<file path="src/rtl/core/led_matrix_mode_display_core_assert.svh">
// Assertion macros for the LED matrix mode display core.
`ifndef LED_MATRIX_MODE_DISPLAY_CORE_ASSERT_SVH
`define LED_MATRIX_MODE_DISPLAY_CORE_ASSERT_SVH

// Same-cycle implication, checked on every rising edge outside reset.
`define LMMD_ASSERT_IMPLY(label, pre, post, msg) \
	label: assert property (@(posedge clk) disable iff (!arst_n) (pre) |-> (post)) \
	else $error(msg);

// Next-cycle implication, checked on every rising edge outside reset.
`define LMMD_ASSERT_NEXT(label, pre, post, msg) \
	label: assert property (@(posedge clk) disable iff (!arst_n) (pre) |=> (post)) \
	else $error(msg);

`endif

</file>
<file path="src/rtl/core/lmmd_pkg.sv">
// Types, codes and constant tables shared by the LED matrix mode display core.
package lmmd_pkg;

	localparam int ApbAddrW = 3;
	localparam int ApbDataW = 32;
	localparam int DelayW   = 16;
	localparam int TimeW    = 32;

	// The scroll window covers eight glyphs of six columns each.
	localparam int WindowCols = 48;
	localparam logic [5:0] PosLast = 6'(WindowCols - 1);

	typedef enum logic [2:0] {
		MODE_NORMAL    = 3'd0,
		MODE_SCROLL    = 3'd1,
		MODE_ERROR     = 3'd2,
		MODE_CLOSED    = 3'd3,
		MODE_EMERGENCY = 3'd4
	} mode_t;

	typedef enum logic [1:0] {
		KIND_FACE   = 2'd0,
		KIND_SCROLL = 2'd1,
		KIND_BLINK  = 2'd2
	} burst_kind_t;

	typedef enum logic {
		REG_SCROLL_DELAY = 1'b0,
		REG_BLINK_DELAY  = 1'b1
	} cfg_reg_t;

	typedef struct packed {
		logic [2:0]       mode;
		logic [TimeW-1:0] now_ms;
	} cmd_word_t;

	typedef struct packed {
		logic       is_column;
		logic [2:0] line_index;
		logic [7:0] pattern;
		logic       last;
	} led_word_t;

	localparam logic [7:0] FaceRows [8] = '{
		8'h3C, 8'h42, 8'hA5, 8'h81, 8'hA5, 8'h99, 8'h42, 8'h3C
	};

	// Font columns laid out along the window; every sixth column is the blank gap.
	localparam logic [7:0] WindowRom [WindowCols] = '{
		8'h62, 8'h91, 8'h91, 8'h91, 8'h4E, 8'h00,
		8'hFF, 8'h88, 8'h88, 8'h88, 8'h70, 8'h00,
		8'hFF, 8'h89, 8'h89, 8'h89, 8'h81, 8'h00,
		8'h7E, 8'h81, 8'h81, 8'h81, 8'h42, 8'h00,
		8'h00, 8'h81, 8'hFF, 8'h81, 8'h00, 8'h00,
		8'h7F, 8'h88, 8'h88, 8'h88, 8'h7F, 8'h00,
		8'hFF, 8'h01, 8'h01, 8'h01, 8'h01, 8'h00,
		8'h00, 8'h00, 8'h00, 8'h00, 8'h00, 8'h00
	};

endpackage

</file>
<file path="src/rtl/core/led_matrix_mode_display_core.sv">
// LED matrix mode display core: turns service calls into bursts of matrix row/column writes.
// A writing call passes the call register, burst generator and output register, one word
// per cycle unless stalled; it is taken once the single eight-word burst generator is free.
// Calls that write nothing are taken at one per cycle while no burst is running.
// Reset clears the scroll position, blink flag and timestamps, and loads delays of 150 and 500 ms.
`include "led_matrix_mode_display_core_assert.svh"

module led_matrix_mode_display_core (
	input  logic                          clk,
	input  logic                          arst_n,
	input  logic                          cmd_valid,
	output logic                          cmd_stall,
	input  lmmd_pkg::cmd_word_t           cmd,
	output logic                          led_valid,
	input  logic                          led_stall,
	output lmmd_pkg::led_word_t           led,
	input  logic                          psel,
	input  logic                          penable,
	input  logic                          pwrite,
	input  logic [lmmd_pkg::ApbAddrW-1:0] paddr,
	input  logic [lmmd_pkg::ApbDataW-1:0] pwdata,
	output logic [lmmd_pkg::ApbDataW-1:0] prdata,
	output logic                          pready
);
	import lmmd_pkg::*;

	logic [DelayW-1:0] scroll_delay_q;
	logic [DelayW-1:0] blink_delay_q;
	logic [5:0]        scroll_pos_q;
	logic [TimeW-1:0]  last_scroll_q;
	logic [TimeW-1:0]  last_blink_q;
	logic              blink_on_q;

	logic              cmd_valid_s1;
	cmd_word_t         cmd_s1;

	logic              gen_active_q;
	burst_kind_t       gen_kind_q;
	logic [5:0]        gen_base_q;
	logic              gen_blink_q;
	logic [2:0]        gen_cnt_q;

	logic              led_valid_q;
	led_word_t         led_q;

	logic              cfg_write;
	cfg_reg_t          cfg_sel;
	logic              led_load;
	logic              gen_step;
	logic              gen_free;
	logic              take_s1;
	logic              scroll_elapsed;
	logic              blink_elapsed;
	logic              emit;
	burst_kind_t       emit_kind;
	logic              scroll_step;
	logic              blink_step;
	logic [5:0]        pos_next;
	logic [5:0]        src_sum;
	logic [5:0]        src;
	led_word_t         gen_word;

	// Configuration port.
	assign pready    = 1'b1;
	assign cfg_sel   = cfg_reg_t'(paddr[2]);
	assign cfg_write = psel && penable && pwrite && pready;

	always_comb begin
		unique case (cfg_sel)
			REG_SCROLL_DELAY: prdata = {{(ApbDataW-DelayW){1'b0}}, scroll_delay_q};
			REG_BLINK_DELAY:  prdata = {{(ApbDataW-DelayW){1'b0}}, blink_delay_q};
			default:          prdata = '0;
		endcase
	end

	always_ff @(posedge clk or negedge arst_n) begin
		if (!arst_n) begin
			scroll_delay_q <= 16'd150;
			blink_delay_q  <= 16'd500;
		end else if (cfg_write) begin
			unique case (cfg_sel)
				REG_SCROLL_DELAY: scroll_delay_q <= pwdata[DelayW-1:0];
				REG_BLINK_DELAY:  blink_delay_q  <= pwdata[DelayW-1:0];
				default: begin
				end
			endcase
		end
	end

	// Handshake: the generator can take a new call once its last word moves to the output.
	assign led_load  = !led_valid_q || !led_stall;
	assign gen_step  = gen_active_q && led_load;
	assign gen_free  = !gen_active_q || (gen_step && gen_cnt_q == 3'd7);
	assign take_s1   = cmd_valid_s1 && gen_free;
	assign cmd_stall = cmd_valid_s1 && !gen_free;

	// Elapsed checks use the wrapped 32-bit difference.
	assign scroll_elapsed = (cmd_s1.now_ms - last_scroll_q) >= {16'd0, scroll_delay_q};
	assign blink_elapsed  = (cmd_s1.now_ms - last_blink_q) >= {16'd0, blink_delay_q};
	assign pos_next       = (scroll_pos_q == PosLast) ? 6'd0 : scroll_pos_q + 6'd1;

	always_comb begin
		emit        = 1'b0;
		emit_kind   = KIND_FACE;
		scroll_step = 1'b0;
		blink_step  = 1'b0;
		unique case (mode_t'(cmd_s1.mode))
			MODE_NORMAL: begin
				emit = 1'b1;
			end
			MODE_SCROLL: begin
				if (scroll_elapsed) begin
					emit        = 1'b1;
					emit_kind   = KIND_SCROLL;
					scroll_step = 1'b1;
				end
			end
			MODE_ERROR: begin
				if (blink_elapsed) begin
					emit       = 1'b1;
					emit_kind  = KIND_BLINK;
					blink_step = 1'b1;
				end
			end
			MODE_CLOSED, MODE_EMERGENCY: begin
			end
			default: begin
			end
		endcase
	end

	always_ff @(posedge clk or negedge arst_n) begin
		if (!arst_n) begin
			cmd_valid_s1 <= 1'b0;
		end else if (!cmd_valid_s1 || take_s1) begin
			cmd_valid_s1 <= cmd_valid;
		end
	end

	always_ff @(posedge clk) begin
		if (cmd_valid && !cmd_stall) begin
			cmd_s1 <= cmd;
		end
	end

	always_ff @(posedge clk or negedge arst_n) begin
		if (!arst_n) begin
			scroll_pos_q  <= 6'd0;
			last_scroll_q <= '0;
			blink_on_q    <= 1'b0;
			last_blink_q  <= '0;
		end else if (take_s1) begin
			if (scroll_step) begin
				scroll_pos_q  <= pos_next;
				last_scroll_q <= cmd_s1.now_ms;
			end
			if (blink_step) begin
				blink_on_q   <= !blink_on_q;
				last_blink_q <= cmd_s1.now_ms;
			end
		end
	end

	// Burst generator: eight words per writing call.
	always_ff @(posedge clk or negedge arst_n) begin
		if (!arst_n) begin
			gen_active_q <= 1'b0;
			gen_cnt_q    <= 3'd0;
		end else if (take_s1 && emit) begin
			gen_active_q <= 1'b1;
			gen_cnt_q    <= 3'd0;
		end else if (gen_step) begin
			gen_cnt_q <= gen_cnt_q + 3'd1;
			if (gen_cnt_q == 3'd7) begin
				gen_active_q <= 1'b0;
			end
		end
	end

	always_ff @(posedge clk) begin
		if (take_s1 && emit) begin
			gen_kind_q  <= emit_kind;
			gen_base_q  <= scroll_pos_q;
			gen_blink_q <= !blink_on_q;
		end
	end

	assign src_sum = gen_base_q + {3'd0, gen_cnt_q};
	assign src     = (src_sum > PosLast) ? src_sum - 6'(WindowCols) : src_sum;

	always_comb begin
		gen_word.line_index = gen_cnt_q;
		gen_word.last       = (gen_cnt_q == 3'd7);
		unique case (gen_kind_q)
			KIND_FACE: begin
				gen_word.is_column = 1'b0;
				gen_word.pattern   = FaceRows[gen_cnt_q];
			end
			KIND_SCROLL: begin
				gen_word.is_column = 1'b1;
				gen_word.pattern   = WindowRom[src];
			end
			KIND_BLINK: begin
				gen_word.is_column = 1'b0;
				gen_word.pattern   = {8{gen_blink_q}};
			end
			default: begin
				gen_word.is_column = 1'b0;
				gen_word.pattern   = 8'h00;
			end
		endcase
	end

	// Output register.
	always_ff @(posedge clk or negedge arst_n) begin
		if (!arst_n) begin
			led_valid_q <= 1'b0;
		end else if (led_load) begin
			led_valid_q <= gen_active_q;
		end
	end

	always_ff @(posedge clk) begin
		if (gen_step) begin
			led_q <= gen_word;
		end
	end

	assign led_valid = led_valid_q;
	assign led       = led_q;

	`LMMD_ASSERT_IMPLY(a_idle_count_zero, !gen_active_q, gen_cnt_q == 3'd0, "idle generator holds a count")
	`LMMD_ASSERT_IMPLY(a_pos_in_window, 1'b1, scroll_pos_q <= PosLast, "scroll position outside window")
	`LMMD_ASSERT_IMPLY(a_last_on_eighth, led_valid_q, led_q.last == (led_q.line_index == 3'd7), "last flag misplaced")
	`LMMD_ASSERT_NEXT(a_held_call_kept, cmd_valid_s1 && !gen_free, cmd_valid_s1 && $stable(cmd_s1), "held call lost")
	`LMMD_ASSERT_NEXT(a_burst_starts, take_s1 && emit, gen_active_q && gen_cnt_q == 3'd0, "burst did not start")

endmodule

</file>
<file path="config.mk">
export PLATFORM = sky130hd
export DESIGN_NAME = led_matrix_mode_display_core
export DESIGN_NICKNAME = d
export VERILOG_FILES = /design/src/rtl/core/lmmd_pkg.sv /design/src/rtl/core/led_matrix_mode_display_core.sv
export VERILOG_INCLUDE_DIRS = /design/src /design/src/rtl/core
export SDC_FILE = /design/constraint.sdc
export NUM_CORES = 1
export LEC_CHECK = 0
export BUFFER_PORTS_ARGS = -buffer_cell sky130_fd_sc_hd__buf_2
export CORE_MARGIN = 2
export CORE_UTILIZATION = 35
export CTS_BUF_LIST = sky130_fd_sc_hd__clkbuf_16
export CTS_CLUSTER_DIAMETER = 80
export DETAILED_ROUTE_END_ITERATION = 16
export PLACE_DENSITY = 0.59
export SLEW_MARGIN = 10
export SYNTH_ARGS = -nofsm -noshare
export SYNTH_HDL_FRONTEND = slang
export SYNTH_SLANG_ARGS = --single-unit
</file>
<file path="constraint.sdc">
create_clock -name clk -period 6.15 [get_ports clk]
set_input_delay 0.3075 -clock clk [delete_from_list [all_inputs] [get_ports clk]]
set_output_delay 0.3075 -clock clk [all_outputs]
set_load 0.03 [all_outputs]
</file>
==> impl_metrics.json <==
{
  "outcome": "finished clean",
  "ant_nets": 0,
  "synth.distinct_cells": 89,
  "startpoint_type": "flop",
  "gr-total-overflow": 0,
  "r2r_end": "last_scroll_q[12]",
  "wire_per_inst_um": 16.54,
  "ff2ff_setup_slack_ns": 0.39,
  "yosysTopAreaCell": "dfrtp_1",
  "tightestPinTransition_ns": 1.242,
  "synthAdderAreaFrac": 0.1151,
  "clock_sinks": 166,
  "synth_top_area_frac": 0.2021,
  "period_minus_slack_ns": 5.761,
  "maxSlewViolCount": 0,
  "portBuffers": 89,
  "seq_power_share": 0.229,
  "numCtsBuffers": 17,
  "rsz0062_at_grt": "no",
  "drt_pre_antenna_iters": 5,
  "start_util": 0.3549,
  "drt_wl_total_um": 29820,
  "period_share": 0.9367,
  "p_per_area_nw_per_um2": 586.5,
  "syn_to_final_growth_pct": 11.05,
  "via_count": 9551,
  "switchingPower_mw": 3.751,
  "ff2ff_path_depth": 21,
  "power_mw": 7.984,
  "p_int_mw": 4.233,
  "h-tree-depth": 4,
  "reg2reg_from": "cmd_s1[0]",
  "hold_path_class": "in2reg",
  "fmax_ghz": 0.1736,
  "synthXorXnorAreaFrac": 0.03715,
  "min_path_cells": 1,
  "nNetsFinal": 1523,
  "critical_path_required_ns": 6.49,
  "worst_hold_slack_ns": 0.02267,
  "antenna_found_initial": 0,
  "clkLatencyLatePin_ns": 0.46,
  "power_frac_clock": 0.131,
  "ios": 125,
  "synthesis.area_um2": 12260,
  "cp_max_fo": 16,
  "synth_warnings": 0,
  "path_class": "reg2reg",
  "syn_area_per_cell_um2": 9.652,
  "endpoint_kind": "flop",
  "setup_viol": 0,
  "synth_edf_count": 57,
  "synth_top_flop_cell": "dfrtp_1",
  "dp_hpwl_um": 22870,
  "rows": 68,
  "synthMuxAreaShare": 0.1080,
  "drive_above_1_share": 0.1884,
  "antenna_cells": 0,
  "synthCells": 1270,
  "grt_pass1_vias": 9156,
  "cp.arrival_ns": 6.10,
  "grt_max_degree": 57,
  "crit_start": "cmd_s1[0]",
  "synth.yosys.seq_area_share": 0.3632,
  "finalClockSkew_ns": 0.01011,
  "vias_per_cell": 5.297,
  "grtUsageTotal": 0.1665,
  "n_fill_cell": 3449,
  "cts-resized-gates": 0,
  "crit_path_end": "last_scroll_q[12]",
  "core_area_um2": 34540,
  "fin_util": 0.3941,
  "p_comb_frac": 0.640,
  "synth-compound-area-share": 0.1824,
  "drtIter0Drc": 746,
  "clkTransAtPathRegs_ns": 0.07,
  "die_y_um": 191.1,
  "place_congestion": 0.8663,
  "clockBufferDepth": 2,
  "drcViolationCount": 0,
  "sw_frac_of_total": 0.4698,
  "maxCapViolations": 0,
  "async_flop_share": 0.6566,
  "die_w_um": 191.1,
  "ir_drop_v": 0.0002666,
  "finalHoldViolations": 0,
  "fin_setup_tns_ns": 0,
  "synth-simple-area-share": 0.1267,
  "synth_top_family_by_area": "compound AO/OA/AOI/OAI gates",
  "cts_root_buf": "clkbuf_16",
  "dieArea_um2": 36540,
  "yosys-top-cells-area": "dfrtp_1 20%, edfxtp_1 14%, ha_1 11%, mux2_2 6.1%, a21oi_1 3.8%",
  "grt_pass1_wl_um": 47620,
  "cts_tree": "done",
  "ys_ff_latch": 166,
  "p_leak_nw": 5.946,
  "slew_headroom": 0.1648
}
layer usage:
metal / vias up / GRT usage / part of all wire / wire length, um
met3: 46 / 0.03194 / 0.040 / 1188
met5: - / 0 / 0 / 0
met1: 4560 / 0.2165 / 0.46 / 13780
met2: 208 / 0.2772 / 0.47 / 14110
li1: 4737 / - / - / -
met4: 0 / 0.05592 / 0.025 / 740
area by class of cell:
| cell class | count | area (um2) | share of cell area |
|---|---|---|---|
| inverter | 120 | 450.4 | 0.03309 |
| sequential | 166 | 4452 | 0.3270 |
| timing repair buffer | 98 | 530.5 | 0.03897 |
| tap | 455 | 569.3 | 0.04182 |
| multi-input combinational | 932 | 7044 | 0.5175 |
| clock inverter | 13 | 91.34 | 0.006710 |
| clock buffer | 19 | 475.5 | 0.03493 |
layout by cell type, fill, tap and decap left out, types with 22 or more instances in the layout:
cell,n
nor2_1,59
buf_2,88
a21oi_1,93
xnor2_1,31
mux2_2,66
dfrtp_1,99
inv_1,125
nand3_1,22
o21ai_0,80
nand2_1,91
a21o_1,24
edfxtp_1,57
nand4_1,26
mux2_4,29
ha_1,108
worst min-delay path by stage:
stage	from	end	slack [ns]
floorplan	arst_n	blink_delay_q[0]	0.01
global placement	arst_n	blink_delay_q[14]	0.42
detailed placement	arst_n	blink_delay_q[14]	0.43
CTS	cmd[16]	cmd_s1[16]	0.005
global route	cmd[20]	cmd_s1[20]	0.006
finish	cmd[13]	cmd_s1[13]	0.02
power groups by stage:
stage | Combinational, mW | Sequential [mW] | Clock (mW)
global route | 5.67 | 1.89 | 1.12
detailed placement | 5.05 | 1.85 | 0
finish | 5.11 | 1.83 | 1.05
global placement | 4.98 | 1.84 | 0
floorplan | 3.87 | 1.84 | 0
CTS | 5.09 | 1.83 | 1.08
synth_stat cells (5+ instances only):
master and n:
or4_1 5, clkbuf_1 32, nor3_1 19, ha_1 108, or3_1 5, nand2_1 91, nor2_1 59, nand4_1 26
dfstp_2 10, a21boi_0 5, edfxtp_1 57, and2_1 6, nand3_1 22, a31oi_1 14, buf_2 10, a21oi_1 93
o41ai_1 5, a21o_1 24, nor2b_1 10, or2_2 6, nand2b_1 19, dfrtp_1 99, o31ai_1 6, o21ai_0 80
mux2_2 66, xor2_1 21, o21a_1 15, nor4_1 6, xnor2_1 31, buf_4 22, mux2_4 29, o211ai_1 13
mux2i_1 10, and3_1 10, a211oi_1 12, inv_1 120
worst max-delay path, stage by stage (launching register included):
cell	delay (ns)
edfxtp_1	0.37
inv_1	0.07
ha_1	0.22
fa_1	0.41
nor2b_1	0.18
o2111ai_1	0.18
a21boi_0	0.31
a32o_1	0.38
nand3_1	0.12
nand2_1	0.10
xor2_1	0.16
ha_1	0.26
nor2b_1	0.13
o21ai_0	0.23
nand3_1	0.11
or4_1	0.54
nor4b_2	0.34
o2111ai_1	0.22
a2111oi_4	0.64
nor3_4	0.08
buf_4	0.26
mux2_4	0.33
logic make-up after synthesis:
| group | Yosys count |
|---|---|
| other | 2 |
| XOR/XNOR | 52 |
| adder cells (fa/ha/maj) | 111 |
| AND/OR/NAND/NOR | 305 |
| flip-flops | 166 |
| multiplexers | 109 |
| AO/OA/AOI/OAI | 338 |
| buffers and inverters | 187 |
registers in the layout (all words and copies together), names as in the netlist:
name / count
scroll_delay_q: 16
gen_blink_q: 1
gen_cnt_q: 3
led: 13
last_scroll_q: 32
led_valid: 1
blink_delay_q: 16
cmd_s1: 35
gen_base_q: 6
gen_kind_q: 2
scroll_pos_q: 6
cmd_valid_s1: 1
last_blink_q: 32
blink_on_q: 1
gen_active_q: 1
what timing repair did:
item	in CTS	in global routing
hold endpoints to repair	45	0
hold buffers	1	0
buffers inserted	0	0
stage by stage:
step	cells	area (um2)	setup slack, ns
after floorplan	1285	12310	1.143
after global placement	1770	13040	0.4860
after detailed placement	1770	13040	0.4245
after CTS	1803	13610	0.3845
after global routing	1803	13610	0.06229
final	1803	13610	0.3890
Power figures use the tool's default switching activity.
